File: src/rtl/shrp_queue.sv
`timescale 1ns / 1ps
// Short job queue between front and back ends.
// Generic data width; no package dependency, its parameters are set by the top level.
module shrp_queue #(
	parameter int DW    = 8,
	parameter int DEPTH = 4
) (
	input  logic          clk,
	input  logic          arst_n,
	input  logic          push,
	input  logic [DW-1:0] push_data,
	output logic          full,
	input  logic          pop,
	output logic          head_valid,
	output logic [DW-1:0] head_data
);
	localparam int PW = (DEPTH > 1) ? $clog2(DEPTH) : 1;
	localparam int CW = $clog2(DEPTH + 1);

	logic [DW-1:0] slot_q [DEPTH];
	logic [PW-1:0] wr_ptr_q, rd_ptr_q;
	logic [CW-1:0] count_q;
	logic          do_push, do_pop;

	assign full       = (count_q == CW'(DEPTH));
	assign head_valid = (count_q != '0);
	assign head_data  = slot_q[rd_ptr_q];
	assign do_push    = push && !full;
	assign do_pop     = pop && head_valid;

	always_ff @(posedge clk) begin
		if (do_push) slot_q[wr_ptr_q] <= push_data;
	end

	always_ff @(posedge clk or negedge arst_n) begin
		if (!arst_n) begin
			wr_ptr_q <= '0;
			rd_ptr_q <= '0;
			count_q  <= '0;
		end else begin
			if (do_push) wr_ptr_q <= (wr_ptr_q == PW'(DEPTH - 1)) ? '0 : wr_ptr_q + 1'b1;
			if (do_pop) rd_ptr_q <= (rd_ptr_q == PW'(DEPTH - 1)) ? '0 : rd_ptr_q + 1'b1;
			if (do_push && !do_pop) count_q <= count_q + 1'b1;
			else if (do_pop && !do_push) count_q <= count_q - 1'b1;
		end
	end

endmodule

File: config.mk
export PLATFORM = sky130hd
export DESIGN_NAME = shrp_queue
export DESIGN_NICKNAME = d
export VERILOG_FILES = /design/src/rtl/shrp_queue.sv
export SDC_FILE = /design/constraint.sdc
export NUM_CORES = 1
export LEC_CHECK = 0
export ABC_AREA = 1
export BUFFER_PORTS_ARGS = -buffer_cell sky130_fd_sc_hd__buf_2
export CORE_ASPECT_RATIO = 1.2
export CORE_MARGIN = 4
export CORE_UTILIZATION = 60
export DETAILED_ROUTE_END_ITERATION = 6
export PLACE_DENSITY = 0.88
export SETUP_SLACK_MARGIN = 0.02
export SYNTH_ARGS = -nofsm -noshare
export SYNTH_HDL_FRONTEND = slang
export SYNTH_SLANG_ARGS = --single-unit
File: constraint.sdc
create_clock -name clk -period 4.06 [get_ports clk]
set_clock_uncertainty 0.15 [all_clocks]
set_input_delay 0.203 -clock clk [delete_from_list [all_inputs] [get_ports clk]]
set_output_delay 0.203 -clock clk [all_outputs]
set_load 0.02 [all_outputs]
* After elaboration in Yosys (flattened, before gate mapping)
Memory sizes are Yosys's and may differ from the RTL's.
Index checks and enable logic that the tools add are counted.
** Storage, ports and cells
- Bits in latches :: 0
- ROM bits :: 0
- Input port bits :: 12
- Register bits after elaboration :: 7
- Output and inout bits :: 10
- Bits in writable memories :: 32
- Memories :: 1
- Word-level logic and storage cells :: 26
** Memories
- slot_q :: depth 4, bits a word 8, read ports 1, clocked after Yosys merged registers in 0, write ports 1, RTL line 20 : logic [DW-1:0] slot_q [DEPTH];
** Cells by class
- Multipliers :: 0
- Reduce and logical (&&, ||, !) cells :: 9
- Add/sub/neg operators :: 4
- Div/mod/pow operators :: 0
- Magnitude comparators :: 0
- Shift-type cells :: 0
- Bitwise operators :: 0
- Multiplexer cells :: 6
- Eq/ne operators :: 3
** Operator list (number)
- $mux 3 :: 2
- $add 2x1->2 const B :: 2
- $eq 2x2->1 const B :: 2
- $logic_and 1x1->1 :: 4
- $mux 2 :: 2
- $add 3x1->3 const B :: 1
- $eq 3x3->1 const B :: 1
- $logic_not 1->1 :: 3
- $reduce_bool 3->1 :: 1
- $sub 3x1->3 const B :: 1
- $mux 1 :: 2
- $reduce_bool 2->1 :: 1

* Logic depth before layout (Yosys ltp)
Gate-level depths: netlist of the first run.
- Depth after elaboration :: 7
- Gate-level depth with buffers :: 12
- Mapped depth without buffers :: 12

* Least setup slack after synthesis of the first run
OpenSTA, ideal clock, no wires.
- Path kind :: register -> register
- From :: register count_q[0]
- To :: register count_q[2]
- Cell stages (with the launch flop) :: 11
- Period minus slack after synthesis :: 1.865 ns
- Setup slack :: 2.195 ns
- Data required time :: 3.793 ns
- Arrival :: 1.598 ns
- Cells stage by stage :: dfrtp_1 > inv_2 > nand3_2 > nand2_1 > ha_1 > inv_1 > fa_1 > nand2_1 > nand3_1 > nand2_1 > nand2_1
** RTL lines
- start: declaration :: RTL line 22 : logic [CW-1:0] count_q;
- start signal: assignment :: RTL line 43 : if (do_push && !do_pop) count_q <= count_q + 1'b1;
- start signal: assignment :: RTL line 44 : else if (do_pop && !do_push) count_q <= count_q - 1'b1;
- $reduce_bool 3->1 (*) :: RTL line 26 : assign head_valid = (count_q != '0);
- named net head_valid :: RTL line 14 : output logic head_valid,
- $logic_and 1x1->1 (*) :: RTL line 29 : assign do_pop = pop && head_valid;
- $logic_not 1->1 :: RTL line 43
- $logic_and 1x1->1 :: RTL line 43
- $mux 3 / $reduce_bool 2->1 (equally long branches)
The timed path passes the listed nets; every way through them passes the cells marked *. The select of a mux whose other input is x is not followed.
A chain may end at the register's enable or synchronous reset.

* Final worst setup path of the first run
- From :: register rd_ptr_q[0]
- To :: output port head_data[1]
** On the way
- Word-level cells in the longest chain between the ends :: 1
** Ends and longest elaborated chain
- start: declaration :: RTL line 21 : logic [PW-1:0] wr_ptr_q, rd_ptr_q;
- start signal: assignment :: RTL line 42 : if (do_pop) rd_ptr_q <= (rd_ptr_q == PW'(DEPTH - 1)) ? '0 : rd_ptr_q + 1'b1;
- $mem_v2 4x8
- end: declaration :: RTL line 15 : output logic [DW-1:0] head_data
No other way between the ends.

==> flow_summary_export.csv, run 1 <==
group,metric,value,unit
yosys,yosysTopAreaCell,"edfxtp_1",
setup_path,cp-endpoint,"head_data[1]",
power,p_per_area,676,mW/mm²
final_layout,fill_cells,193,
setup_path,required,3.71,ns
setup_path,cp-end-kind,"primary output",
yosys,ys_top_cells_by_count,"nand2_1, edfxtp_1, inv_1",
setup_path,r2r_setup_slack,2.05,ns
final_layout,antenna_cells_inserted,0,
placed_design,place_inst,203,
final_layout,multiInputGateArea,452,µm²
die,core_area,0.00281,mm²
final_layout,seq_area,0.00114,mm²
status,status,"complete, no violations",
die,io_pins,22,
setup_path,reg2reg_to,"count_q[1]",
placed_design,gp_congestion,0.802,
die,placementRows,21,
final_layout,instances_no_fill,222,
die,die_h,67.2,µm
setup_path,critical_path.startpoint,"rd_ptr_q[0]",
timing,period_needed,2.22,ns
timing,fmax,451,MHz
drt,drt_iter0_markers,51,
clock_network,clk_pin_slew,0.10,ns
drt,ant_nets,0,
grt,grt_pass1_wl,5.25,mm
clock_network,clk_latency,0.34,ns
worst_hold_path,hp-class,"in -> async",
drt,first_pass_iters,4,
drt,avgRoutedWirePerCell,13.9,µm
clock_network,tritoncts,"built",
yosys,synthArstFlopShare,17.9,%
setup_path,reg2regPathDepth,9,
yosys,synth.avg_cell_area,11.5,µm²
final_layout,area_growth,14.6,%
yosys,synth-main-ff-cell,"edfxtp_1",
job,cap_violations,0,
setup_path,critical_path_class,"reg -> out",
placed_design,portBuffers,21,
power,p_leak,0.889,nW
drt,wl,3.09,mm
yosys,synth_nets,172,
yosys,yosysWarnings,0,
grt,busiest_layer,"met2",
yosys,synthCells,153,
die,dieWidth,57.4,µm
yosys,synth_seq_area_share,64.8,%
grt,grt_pass1_vias,1216,
setup_path,start_kind,"register",
grt,use_met2,31.9,%
yosys,syn-cell-area,0.00175,mm²
yosys,ys_ff_latch,39,
timing,finalHoldViolCount,0,
yosys,synth-edff-count,32,
yosys,synth_top_area_share,54.8,%
timing,final_max_slew_viol_count,0,
timing,tightest_slew,0.996,ns
final_layout,final_nets,206,
drt,viasPerCell,5.24,
timing,max_slew_margin,33.6,%
setup_path,r2r-start,"count_q[0]",
placed_design,dp_hpwl,2.08,mm
grt,grt_usage,19.0,%
power,ir_drop,0.431,mV
setup_path,cp_data_arrival_time,1.86,ns
grt,grt_max_degree,36,
setup_path,path_max_fanout,35,
timing,layout_worst_path_cycle_share,54.6,%
grt,use_met1,20.8,%
die,die-area,0.00386,mm²
clock_network,cts_max_level,2,
yosys,synthTopCellsByArea,"edfxtp_1, dfrtp_1, nand2_1",
grt,gr-total-overflow,0,
final_layout,drive_above_1_share,18.1,%
die,initial_utilization,62.4,%
yosys,synth.most_common_cell,"nand2_1",
timing,setup_tns,0,ns
clock_network,cts-root-buf,"clkbuf_4",
clock_network,cts_resized,0,
clock_network,cts_setup_buffers,0,
clock_network,clockBufferDepth,2,
clock_network,clock-sinks,39,
yosys,synth_cell_types,17,
grt,grtUsageMet3,4.40,%
clock_network,cts_buffers,5,
grt,antenna_found_initial,0,
timing,setup_viol,0,
drt,routed-via-count,1163,
drt,drc,0,
timing,rsz0062_at_grt,"false",
## critical path, stage by stage, from the launching register on
cell and delay (ns):
dfrtp_1 1.01, o211ai_1 0.23, nand2_1 0.11, buf_2 0.16
## where the power goes
part / switching [mW] / internal [mW] / total [mW]
combinational: 0.339 / 0.195 / 0.534
clock: 0.118 / 0.0641 / 0.182
sequential: 0.106 / 0.537 / 0.642
total: 0.563 / 0.796 / 1.36
## placed cells by master, fill, tap and decap left out
master	instances
buf_2	21
clkbuf_1	1
clkbuf_4	5
clkinv_1	2
dfrtp_1	7
dlygate4sd3_1	11
edfxtp_1	32
fa_1	1
ha_1	6
inv_1	26
inv_2	5
nand2_1	38
nand2_2	1
nand3_1	5
nand3_2	2
nand4_1	1
nor2_1	6
o211ai_1	16
o21ai_0	1
xnor2_1	1
## area by class of cell
cell class              count  share of cell area (%)
clock buffers               6                    2.05
clock inverters             2                   0.373
well taps                  34                    2.12
repair buffers             32                    10.7
flip-flops and latches     39                    56.5
multi-input cells          78                    22.5
inverters                  31                    5.79
## stage by stage
stage          utilization (%)  power (mW)  cell area (µm²)  worst slack, ns  hold WS (ns)
6_report                  71.5        1.36             2010             1.84        0.0677
3_5_place_dp              65.9        1.18             1850             2.08        -0.105
5_1_grt                   71.5        1.46             2010             1.63        0.0596
3_3_place_gp              65.9        1.13             1850             2.22        -0.110
4_1_cts                   71.5        1.37             2010             1.81        0.0476
2_1_floorplan                -        1.05             1750             2.20        -0.243
## worst min-delay path by stage
| stage | start | end | slack [ns] | cells after the start |
|---|---|---|---|---|
| 5_1_grt | arst_n | wr_ptr_q[0] | 0.06 | 2 |
| 3_3_place_gp | arst_n | rd_ptr_q[1] | -0.11 | 1 |
| 6_report | arst_n | count_q[1] | 0.07 | 2 |
| 2_1_floorplan | arst_n | count_q[0] | -0.24 | 0 |
| 4_1_cts | arst_n | wr_ptr_q[0] | 0.05 | 2 |
| 3_5_place_dp | arst_n | rd_ptr_q[0] | -0.11 | 1 |
## cell families after synthesis
family                   after synthesis  synth area share [%]
AO/OA/AOI/OAI                         17                  7.13
XOR/XNOR                               1                 0.499
adder cells (fa/ha/maj)                7                  5.42
buffers and inverters                 36                  9.49
flip-flops                            39                  64.8
AND/OR/NAND/NOR                       53                  12.7
## per-layer routing
layer / vias to the layer above / wire, µm
met2: 25 / 1690
met1: 559 / 1220
met5: - / 0
met3: 7 / 113
li1: 572 / -
met4: 0 / 74
## repair_timing
item	in CTS	in global routing
endpoints found under the hold margin	43	0
hold buffers	11	0
setup endpoints to repair	0	0
## flip-flops by register name, summed over array words and instances, names as in the netlist
signal    cells
slot_q       32
count_q       3
rd_ptr_q      2
wr_ptr_q      2
(Power assumes the default switching activity.)
==> inputs of run 2 (changes only) <==
- CORE_UTILIZATION: 60 -> 56
- PLACE_DENSITY: 0.88 -> 0.83
- clock period: 4.06 -> 2.1 ns (I/O delays scaled with it)
==> flow_summary_export.csv, run 2 (synthesis gave the netlist of run 1 again) <==
group,metric,value,unit
grt,use_met1,19.7,%
setup_path,cp-end-kind,"register",
die,initial_utilization,57.9,%
power,ir_drop,0.964,mV
final_layout,drive_above_1_share,20.6,%
final_layout,fin_util,68.3,%
clock_network,cts_buffers,5,
drt,avgRoutedWirePerCell,12.6,µm
job,cap_violations,0,
drt,routed-via-count,1159,
placed_design,dpl_cell_area,0.00189,mm²
setup_path,required,2.15,ns
power,netSwitchingFraction,40.2,%
final_layout,area_growth,17.9,%
grt,grt_pass1_wl,5.00,mm
timing,setup_tns,0,ns
drt,first_pass_iters,4,
status,status,"complete, no violations",
setup_path,reg2regPathDepth,9,
final_layout,largest_reg_flops,32,
power,p_seq_share,44.3,%
clock_network,cts_max_level,2,
clock_network,cts_setup_buffers,0,
die,io_pins,22,
clock_network,clock-sinks,39,
timing,finalHoldViolCount,0,
final_layout,multiInputGateArea,459,µm²
die,core_area,0.00303,mm²
grt,grtUsageMet3,4.10,%
die,die-area,0.00410,mm²
power,switchingPower,1.06,mW
clock_network,clockBufferDepth,2,
grt,antenna_found_initial,0,
setup_path,critical_path_class,"reg -> reg",
worst_hold_path,hp-class,"in -> reg",
final_layout,instances_no_fill,230,
timing,tightest_slew,0.437,ns
timing,fmax,509,MHz
drt,drt_iter0_markers,49,
final_layout,antenna_cells_inserted,0,
grt,grt_pass1_vias,1169,
power,clock_power_share,12.7,%
grt,grt_usage,16.2,%
clock_network,tritoncts,"built",
drt,ant_nets,0,
grt,grt_max_degree,33,
timing,final_max_slew_viol_count,0,
final_layout,seq_area,0.00114,mm²
final_layout,final_nets,212,
placed_design,place_inst,210,
timing,rsz0062_at_grt,"false",
power,p_comb_share,43.1,%
timing,max_slew_margin,70.8,%
drt,wl,2.90,mm
final_layout,fill_cells,222,
drt,viasPerCell,5.04,
worst_hold_path,min_from,"push_data[6]",
final_layout,final_cell_mix,"nand2_1, edfxtp_1, inv_1",
grt,busiest_layer,"met2",
power,power.internal,1.57,mW
die,placementRows,22,
clock_network,clk_latency,0.32,ns
clock_network,clk_pin_slew,0.10,ns
die,dieWidth,59.1,µm
setup_path,start_kind,"register",
power,p_per_area,1270,mW/mm²
final_layout,top_regs,"slot_q x32, count_q x3",
timing,setup_viol,0,
worst_hold_path,hold_end,"slot_q[1][6]",
setup_path,r2r-start,"count_q[1]",
timing,layout_worst_path_cycle_share,93.6,%
worst_hold_path,min_path_cells,2,
power,p_leak,0.921,nW
final_layout,postLayoutCellArea,0.00207,mm²
grt,use_met2,26.7,%
timing,period_needed,1.96,ns
setup_path,path_max_fanout,7,
grt,gr-total-overflow,0,
final_layout,layout_commonest_cell,"nand2_1",
placed_design,gp_congestion,0.815,
placed_design,portBuffers,21,
placed_design,dp_hpwl,2.05,mm
setup_path,r2r_setup_slack,0.14,ns
final_layout,regMostFlops,"slot_q",
setup_path,cp_data_arrival_time,2.02,ns
die,die_h,69.3,µm
setup_path,reg2reg_to,"count_q[1]",
clock_network,cts-root-buf,"clkbuf_4",
drt,drc,0,
==> run 2: changes by cell type in the layout (fill, tap and decap cells not counted), sizes merged <==
cell         previous run  this run
dlygate4sd3            11        12
buf                    21        26
==> run 2: per-stage QoR <==
| stage | worst slack, ns | power, mW | hold slack (ns) |
|---|---|---|---|
| 3_3_place_gp | 0.255 | 2.23 | -0.209 |
| 5_1_grt | 0.0274 | 2.84 | 0.371 |
| 4_1_cts | 0.113 | 2.66 | 0.361 |
| 3_5_place_dp | 0.130 | 2.31 | -0.199 |
| 6_report | 0.135 | 2.63 | 0.380 |
| 2_1_floorplan | 0.235 | 2.02 | -0.341 |
==> run 2: area by class of cell <==
class | instances | share of cell area, %
inverter | 31 | 5.63
multi-input combinational | 78 | 22.2
sequential | 39 | 54.9
tap | 36 | 2.18
timing repair buffer | 38 | 12.7
clock buffer | 6 | 2.00
clock inverter | 2 | 0.363
==> run 2: worst max-delay path, stage by stage (launching register included) <==
cell	delay, ns
dfrtp_1	0.42
inv_2	0.10
nand3_2	0.13
nand2_4	0.13
inv_2	0.05
ha_1	0.20
inv_1	0.09
fa_1	0.41
nand2_1	0.07
o21ai_0	0.09
==> run 2: worst max-delay path by stage <==
stage	startpoint	endpoint	slack [ns]
final	count_q[1]	count_q[1]	0.14
after global routing	count_q[1]	count_q[1]	0.03
after CTS	count_q[1]	count_q[1]	0.11
after global placement	count_q[0]	count_q[1]	0.25
after floorplan	count_q[0]	count_q[2]	0.24
after detailed placement	count_q[1]	count_q[1]	0.13
==> run 2: repair_timing <==
item                                    in CTS  in global routing
endpoints found under the setup margin       0                  2
gates resized for setup                      0                  2
hold endpoints to repair                    43                  0
hold buffers                                12                  0
==> run 2: routing by layer <==
| layer | part of all wire, % | up-vias |
|---|---|---|
| met5 | 0 | - |
| met4 | 1.2 | 0 |
| met3 | 4.3 | 4 |
| met2 | 52 | 21 |
| met1 | 42 | 549 |
| li1 | - | 585 |
==> run 2: power by group through the flow <==
stage	combinational, mW	sequential [mW]	clock (mW)
after floorplan	0.893	1.13	0
after global placement	1.06	1.17	0
after detailed placement	1.12	1.18	0
after CTS	1.14	1.17	0.347
after global routing	1.27	1.19	0.380
final	1.13	1.17	0.333
