## src/rtl/shrp_pkg.sv

```systemverilog
`timescale 1ns / 1ps
// Shared types and constants for the sharpen filter with luma histogram.
// No dependencies; imported by the front end, back end, top level and checker.
package shrp_pkg;

	localparam int DEF_MAX_WIDTH  = 1024;
	localparam int DEF_MAX_HEIGHT = 1024;

	localparam int PIX_W     = 24;
	localparam int CH_W      = 8;
	localparam int CFG_W     = 11;
	localparam int ADDR_W    = 3;
	localparam int DATA_W    = 32;
	localparam int BIN_W     = 21;
	localparam int NUM_BINS  = 5;
	localparam int QUEUE_DEPTH = 4;

	localparam logic [CFG_W-1:0] WIDTH_RESET  = 11'd640;
	localparam logic [CFG_W-1:0] HEIGHT_RESET = 11'd480;

	// register index = paddr[2]
	localparam logic REG_WIDTH  = 1'b0;
	localparam logic REG_HEIGHT = 1'b1;

	localparam logic FUNC_PUSH  = 1'b0;
	localparam logic FUNC_DRAIN = 1'b1;

	localparam int BIN_DARK   = 0;
	localparam int BIN_LOW    = 1;
	localparam int BIN_MID    = 2;
	localparam int BIN_HIGH   = 3;
	localparam int BIN_BRIGHT = 4;

	// one job per effective push or productive drain
	typedef struct packed {
		logic [PIX_W-1:0] pix;
		logic             push;
		logic             emit;
		logic             border;
		logic             fend;
		logic             clr;
	} job_ctl_t;

endpackage

```

## src/rtl/shrp_front.sv

```systemverilog
`timescale 1ns / 1ps
// Front end: accepts items, tracks frame position and pending results,
// and issues jobs with line store addresses. Depends on shrp_pkg.
module shrp_front #(
	parameter int MAX_WIDTH  = shrp_pkg::DEF_MAX_WIDTH,
	parameter int MAX_HEIGHT = shrp_pkg::DEF_MAX_HEIGHT,
	localparam int AW = $clog2(2 * MAX_WIDTH + 1)
) (
	input  logic                        clk,
	input  logic                        arst_n,
	input  logic [shrp_pkg::CFG_W-1:0]  cfg_width,
	input  logic [shrp_pkg::CFG_W-1:0]  cfg_height,
	input  logic                        cfg_clear,
	input  logic                        in_valid,
	output logic                        in_stall,
	input  logic                        func,
	input  logic [shrp_pkg::CH_W-1:0]   in_red,
	input  logic [shrp_pkg::CH_W-1:0]   in_green,
	input  logic [shrp_pkg::CH_W-1:0]   in_blue,
	input  logic                        q_full,
	output logic                        job_valid,
	output shrp_pkg::job_ctl_t          job_ctl,
	output logic [AW-1:0]               job_waddr,
	output logic [AW-1:0]               job_raddr_r,
	output logic [AW-1:0]               job_raddr_u
);
	import shrp_pkg::*;

	localparam int D  = 2 * MAX_WIDTH + 1;
	localparam int WW = $clog2(MAX_WIDTH + 1);
	localparam int HW = $clog2(MAX_HEIGHT + 1);
	localparam int EW = (WW > CFG_W) ? WW : CFG_W;
	localparam int EH = (HW > CFG_W) ? HW : CFG_W;

	function automatic logic [AW-1:0] ptr_inc(input logic [AW-1:0] a);
		ptr_inc = (a == AW'(D - 1)) ? '0 : a + 1'b1;
	endfunction

	// (a - b) mod D, with a < D and b < D
	function automatic logic [AW-1:0] ptr_sub(input logic [AW-1:0] a, input logic [AW:0] b);
		logic [AW:0] ax;
		begin
			ax = {1'b0, a};
			if (ax >= b) ptr_sub = AW'(ax - b);
			else ptr_sub = AW'(ax + (AW + 1)'(D) - b);
		end
	endfunction

	logic [WW-1:0] w_eff, w_last;
	logic [HW-1:0] h_eff, h_last;
	logic [EW-1:0] w_ext;
	logic [EH-1:0] h_ext;

	logic [WW-1:0] in_col_q, e_col_q, pend_q;
	logic [HW-1:0] in_row_q, e_row_q;
	logic [AW-1:0] wp_q, ep_q;

	logic accept, full, is_push, do_push, do_drain, push_emit, emit;
	logic border, fend, start;
	logic [AW:0] sub_r, sub_u;

	always_comb begin
		w_ext = EW'(cfg_width);
		h_ext = EH'(cfg_height);
		if (w_ext == '0) w_eff = WW'(1);
		else if (w_ext > EW'(MAX_WIDTH)) w_eff = WW'(MAX_WIDTH);
		else w_eff = WW'(w_ext);
		if (h_ext == '0) h_eff = HW'(1);
		else if (h_ext > EH'(MAX_HEIGHT)) h_eff = HW'(MAX_HEIGHT);
		else h_eff = HW'(h_ext);
		w_last = w_eff - WW'(1);
		h_last = h_eff - HW'(1);
	end

	assign in_stall  = q_full;
	assign accept    = in_valid && !q_full;
	assign full      = (in_row_q == h_eff);
	assign is_push   = (func == FUNC_PUSH);
	assign do_push   = accept && is_push && !full;
	assign do_drain  = accept && !is_push && full && (pend_q != '0);
	assign push_emit = do_push && (pend_q == w_eff);
	assign emit      = push_emit || do_drain;
	assign start     = (in_row_q == '0) && (in_col_q == '0);
	assign border    = (e_row_q == '0) || (e_row_q == h_last) ||
	                   (e_col_q == '0) || (e_col_q == w_last);
	assign fend      = (e_row_q == h_last) && (e_col_q == w_last);

	// right neighbor lies w-1 behind the incoming pixel, upper one 2w behind
	assign sub_r = (AW + 1)'(w_last);
	assign sub_u = (AW + 1)'({w_eff, 1'b0});

	always_comb begin
		job_valid          = do_push || do_drain;
		job_ctl.pix        = {in_red, in_green, in_blue};
		job_ctl.push       = do_push;
		job_ctl.emit       = emit;
		job_ctl.border     = border;
		job_ctl.fend       = fend;
		job_ctl.clr        = do_push && start;
		job_waddr          = wp_q;
		job_raddr_r        = do_push ? ptr_sub(wp_q, sub_r) : ptr_inc(ep_q);
		job_raddr_u        = ptr_sub(wp_q, sub_u);
	end

	always_ff @(posedge clk or negedge arst_n) begin
		if (!arst_n) begin
			in_col_q <= '0;
			in_row_q <= '0;
			e_col_q  <= '0;
			e_row_q  <= '0;
			pend_q   <= '0;
			wp_q     <= '0;
			ep_q     <= '0;
		end else if (cfg_clear || (emit && fend)) begin
			in_col_q <= '0;
			in_row_q <= '0;
			e_col_q  <= '0;
			e_row_q  <= '0;
			pend_q   <= '0;
			wp_q     <= '0;
			ep_q     <= '0;
		end else begin
			if (do_push) begin
				wp_q <= ptr_inc(wp_q);
				if (in_col_q == w_last) begin
					in_col_q <= '0;
					in_row_q <= in_row_q + 1'b1;
				end else begin
					in_col_q <= in_col_q + 1'b1;
				end
				if (!push_emit) pend_q <= pend_q + 1'b1;
			end
			if (do_drain) pend_q <= pend_q - 1'b1;
			if (emit) begin
				ep_q <= ptr_inc(ep_q);
				if (e_col_q == w_last) begin
					e_col_q <= '0;
					e_row_q <= e_row_q + 1'b1;
				end else begin
					e_col_q <= e_col_q + 1'b1;
				end
			end
		end
	end

endmodule

```

## config.mk

```make
export PLATFORM = sky130hd
export DESIGN_NAME = shrp_front
export DESIGN_NICKNAME = d
export VERILOG_FILES = /design/src/rtl/shrp_pkg.sv /design/src/rtl/shrp_front.sv
export SDC_FILE = /design/constraint.sdc
export NUM_CORES = 1
export LEC_CHECK = 0
export BUFFER_PORTS_ARGS = -buffer_cell sky130_fd_sc_hd__clkbuf_2
export CAP_MARGIN = 20
export CORE_UTILIZATION = 65
export CTS_CLUSTER_DIAMETER = 200
export DETAILED_ROUTE_END_ITERATION = 8
export GPL_TIMING_DRIVEN = 0
export PLACE_DENSITY = 0.94
export SYNTH_ARGS = -nofsm -noshare
export SYNTH_HDL_FRONTEND = slang
export SYNTH_SLANG_ARGS = --single-unit
```

## constraint.sdc

```tcl
create_clock -name clk -period 12.7 [get_ports clk]
set_clock_uncertainty 0.05 [all_clocks]
set_input_delay 1.905 -clock clk [delete_from_list [all_inputs] [get_ports clk]]
set_output_delay 1.905 -clock clk [all_outputs]
set_load 0.01 [all_outputs]
```

[Yosys cells after proc, flatten, opt, wreduce, memory -nomap -nowiden]
Cells that the tools add are included.
Word-level totals
  register bits: 79
  bits of input ports: 52
  output and inout bits: 67
  word-level logic and storage cells: 98
Cells by class
  add/sub/neg operators: 15
  magnitude comparators: 4
  equality and inequality tests: 8
  muxes and demuxes: 29
  bitwise logic cells: 1
  reduce and logical (&&, ||, !) cells: 34
Operator list (count)
  $mux 11: 20
  $mux 12: 9
  $logic_not 11->1: 6
  $add 11x1->11 const B: 5
  $eq 11x11->1: 5
  $sub 11x1->11 const B: 3
  $add 12x1->12 const B: 2
  $eq 12x12->1 const B: 2
  $sub 12x11->12: 2
  $sub 12x12->12: 2
  $gt 11x11->1 const B: 2
  $add 12x12->12 const B: 1
  $ge 12x11->1: 1
  $ge 12x12->1: 1
  $logic_and 1x1->1: 11
  $reduce_bool 11->1: 1
  $reduce_bool 2->1: 4
  $logic_or 1x1->1: 6
  $reduce_and 2->1: 3
  $ne 3x2->1 const B: 1
  $reduce_bool 3->1: 1
  $logic_not 1->1: 2
  $not 1->1: 1

[Logic depth before layout (Yosys ltp)]
  depth after elaboration: 12
  mapped depth: 22
  mapped depth without buffers: 18

[Least setup slack after synthesis]
No wires, ideal clock.
  path type: input port to output port
  start point: in cfg_width[3] (netlist bit)
  end point: out job_raddr_r[11]
  arrival: 6.300 ns
  required time: 10.745 ns
  setup slack: 4.445 ns
  stages: 21
  buffers on the path: 4
  cell sequence: buf_6 -> or4_4 -> buf_6 -> o41ai_4 -> inv_1 -> ha_1 -> buf_1 -> nand2_1 -> o41ai_1 -> or2_2 -> inv_1 -> ha_1 -> o21ai_0 -> o21ai_0 -> a21oi_1 -> a221oi_1 -> o21ai_0 -> nand2_1 -> clkbuf_1 -> o21ai_0 -> o21ai_0
Between the ends
  cells in the longest elaborated chain, start to end: 7
RTL lines
  start: declaration: line shrp_front.sv:11  | input logic [shrp_pkg::CFG_W-1:0] cfg_width,
  $gt 11x11->1: line shrp_front.sv:66  | else if (w_ext > EW'(MAX_WIDTH)) w_eff = WW'(MAX_WIDTH);
  $mux 11: line shrp_front.sv:66
  $mux 11 (*): line shrp_front.sv:65  | if (w_ext == '0) w_eff = WW'(1);
  $sub 11x1->11 (*): line shrp_front.sv:71  | w_last = w_eff - WW'(1);
  $sub 12x11->12 (tied with other cells): line shrp_front.sv:45  | else ptr_sub = AW'(ax + (AW + 1)'(D) - b);
  $mux 12 (*): line shrp_front.sv:44  | if (ax >= b) ptr_sub = AW'(ax - b);
  $mux 12 (*): line shrp_front.sv:101  | job_raddr_r = do_push ? ptr_sub(wp_q, sub_r) : ptr_inc(ep_q);
  end: declaration: line shrp_front.sv:24  | output logic [AW-1:0] job_raddr_r,
Mark *: on every way between the ends. The rest lies on a longest branch, timed or not.

[Worst setup path in the final report]
  start point: in cfg_width[6] (netlist bit)
  end point: out job_raddr_r[11]
Same word-level chain as after synthesis.

==> results.md <==
* Status: finished clean
* First-pass GRT wire length at approximately 43000 µm
* Crit. End Element: primary output
* Post-synthesis adder-cell area fraction at 0.0973
* Startpoint Class: input pin
* Resized cells post-CTS at 0
* Setup TNS at 0 ns
* Clock power frac at 0.334
* Placed Instance Area at between 9000 and 10000 µm²
* Synth Area in Compound Gates at 0.212
* Buffers inserted by post-CTS timing repair at 0
* Warning count from the yosys run at 0
* Clock Pin Slew Worst Setup and Hold Paths at about 0.060 ns
* Hold Path Cell Cnt at 2
* Part of the power in registers at 0.367
* Critical path peak fanout at 10
* Final slew viol count at 0
* EDFF count, synth at 0
* CORE AREA at between 10000 and 15000 µm²
* Synth Area per Inst at roughly 7.7 µm²
* Largest family of logic cells by synthesized area: simple AND/OR/NAND/NOR gates
* Final setup viols at 0
* R2r endpoint: pend_q[9]
* Net Sw Frac at 0.354
* Worst vdd ir at 73.8 µV
* Async set-or-reset flop fraction in the synthesized netlist at 1.00
* Die Y at approximately 120 µm
* Vias in the first global route at 8977
* Cell Area, Synth at 9210 µm²
* Worst skew pair latency at approximately 0.35 ns
* PD cells at 74.1 nW/µm²
* Worst r2r path cells at 16
* Crit path cell chain: clkbuf_1, or4_1, o41ai_4, inv_1, ha_1, buf_1, nand2_1, o41ai_1, or2_2, inv_1, ha_1, o21ai_0, o21ai_0, a21oi_1, a221oi_1, o21ai_0, nand2_1, clkbuf_1, o21ai_0, o21ai_0, clkbuf_2
* Final worst-path cycle share at 0.787
* Most instantiated cells after synthesis: nor2_1, xnor2_1, dfrtp_1, nand2_1, o21ai_0
* Mux share of post-synthesis cell area at 0.0220
* Most frequent CP cell: o21ai_0
* Num rows at 43
* Area leader, netlist: dfrtp_1
* Vias per cell at 6.65
* Worst reg2reg startpoint: in_row_q[8]
* Placed cells at ~1500
* Fin util at 0.734
* P_sw at 267 µW
* Congestion Overflow GR at 0
* Pin count of the biggest net entering global routing at 57
* P_leak at about 4.4 nW
* Sink Count at 79
* Hold bufs inserted after CTS at 0
* Fin nets at approximately 1400
* H-tree depth at 3
* IO buf count at slightly above 80
* Synth top area cells: dfrtp_1, ha_1, xnor2_1, nor2_1, o21ai_0
* Most used DFF post-synth: dfrtp_1
* Slew @ Worst Pin at between 1 and 1.5 ns
* Area Growth Syn to Fin at 10.2%
* Fin crit period at between 9 and 10 ns
* Worst hold start: ep_q[1]
* Drt pass-1 iters at 8
* Finished Layout Cells at roughly 1500
* Clock tree root buffer cell: clkbuf_16
* Worst slew margin at 0.242
* Worst EP required at 10.74 ns
* Final Cell Area at approximately 10000 µm²
* Hold Path End: ep_q[1]
* Crit Path Category: input pin to primary output
* Worst path max stage delay at 0.71 ns
* CTS tree: built
* Hold crit path type: register to register
* Drt wl/cell at 17.7 µm
* Combinational Power Share at 0.299
* Die width at about 120 µm
* Count of cell types in the netlist at 82
* Ports at approximately 120
* Ant diodes at 0
* Seq/Total Area, Yosys at 0.215
* Initial Utilization at 0.666
* Via Count at 9817
* Fmax achieved at ~100 MHz
* RSZ-0062 raised after global routing: no
* Total power at about 750 µW
* DRC violations left at 0
* DIE AREA at 14600 µm²
* Synth Register Bits at 79
* Simple-Gate Fraction of Synth Area at 0.262
* Total GRT Usage at 0.363
* Post-Route WL at between 20000 and 30000 µm
* Syn nets at between 1000 and 1500
* Area fraction of the dominant cell type after synthesis at 0.215
* Crit-path slowest cell: or4_1
* GPL Wtd Cong at a little over 1
* Post-route ant nets at 0
* Post-Synth XOR/XNOR Area at 0.109
* Final hold violations at 0
* Initial drt markers at 1068
* Max clock buf depth at 2
* R2R Setup Slk at between 7 and 8 ns
* Initial antenna violation count at 0
* TritonCTS Buffers at 9
* Max-cap violations at 0
* Arr. time, crit path at roughly 8.0 ns
* Fraction of layout cells with a size suffix above 1 at 0.132
* P_int at 486 µW
* Mapped Cells at between 1000 and 1500
* Critical path launch point: cfg_width[6]
* DP Wirelength at slightly below 20000 µm
* Most common cell in the netlist: nor2_1
## sequential cells by signal, summed over array words and instances, names as in the netlist
register	count
in_row_q	11
in_col_q	11
pend_q	11
e_col_q	11
ep_q	12
e_row_q	11
job_waddr	12
## cell families (layout without fill, tap and decap cells)
kind of cell / count (synthesis) / after routing
compound gates: 296 / 296
flops: 79 / 79
buf+inv: 163 / 261
fa+ha+maj: 69 / 69
mux: 20 / 20
xor+xnor: 113 / 113
simple gates: 459 / 459
## through the flow
stage	hold WS [ns]	worst slack, ns
5_1_grt	0.541	2.57
4_1_cts	0.518	3.05
3_5_place_dp	0.473	3.07
2_1_floorplan	0.433	4.45
6_report	0.519	2.71
3_3_place_gp	0.468	3.25
## layer usage
metal | global-route usage | wire, µm | up-vias
li1 | - | - | 4500
met1 | 0.455 | 10300 | 4605
met2 | 0.608 | 12500 | 599
met3 | 0.0733 | 2470 | 113
met4 | 0.150 | 883 | 0
met5 | 0 | 0 | -
## critical path: cells and delay by family
family / cells / cell delay (ns)
compound gates: 9 / 2.46
fa+ha+maj: 2 / 0.56
buf+inv: 6 / 1.51
simple gates: 4 / 1.57
## area by class of cell
cell class                      count  area (µm²)
Multi-Input combinational cell    957        6470
Fill cell                        1062        3680
Sequential cell                    79        1980
Buffer                             98         518
Timing Repair Buffer               82         435
Inverter                           65         244
Clock buffer                        9         225
Tap cell                          180         225
Clock inverter                      7        55.1
## placed cells by master, fill, tap and decap left out, drive strengths merged, types with 6 or more instances in the layout
cell | synthesis | final
o21a | 9 | 9
buf | 48 | 49
and2 | 6 | 6
a211oi | 12 | 12
nor2b | 21 | 21
a31oi | 17 | 17
a21o | 23 | 23
or4 | 14 | 14
or2 | 8 | 8
a22oi | 8 | 8
nand2 | 79 | 79
dfrtp | 79 | 79
and3 | 15 | 15
nor4 | 28 | 28
nand2b | 17 | 17
ha | 62 | 62
inv | 63 | 65
or3 | 19 | 19
mux2i | 18 | 18
nor4b | 6 | 6
clkbuf | 50 | 140
a21oi | 74 | 74
xor2 | 32 | 32
o41ai | 10 | 10
nor2 | 108 | 108
o31ai | 12 | 12
o21ai | 76 | 76
nand4 | 21 | 21
nor3 | 33 | 33
nand3 | 58 | 58
xnor2 | 80 | 80
## power by group through the flow
stage	sequential (mW)	clock, mW	combinational (mW)
floorplan	0.276	0	0.156
global placement	0.280	0	0.210
detailed placement	0.280	0	0.220
CTS	0.276	0.251	0.221
global route	0.278	0.264	0.247
finish	0.276	0.251	0.225
## worst max-delay path by stage
stage	endpoint	slack (ns)	depth (start not counted)
floorplan	job_raddr_r[11]	4.45	21
global placement	job_raddr_r[11]	3.25	22
detailed placement	job_raddr_r[11]	3.07	22
CTS	job_raddr_r[11]	3.05	22
global route	job_raddr_r[11]	2.57	21
finish	job_raddr_r[11]	2.71	21
(Power assumes the default switching activity.)
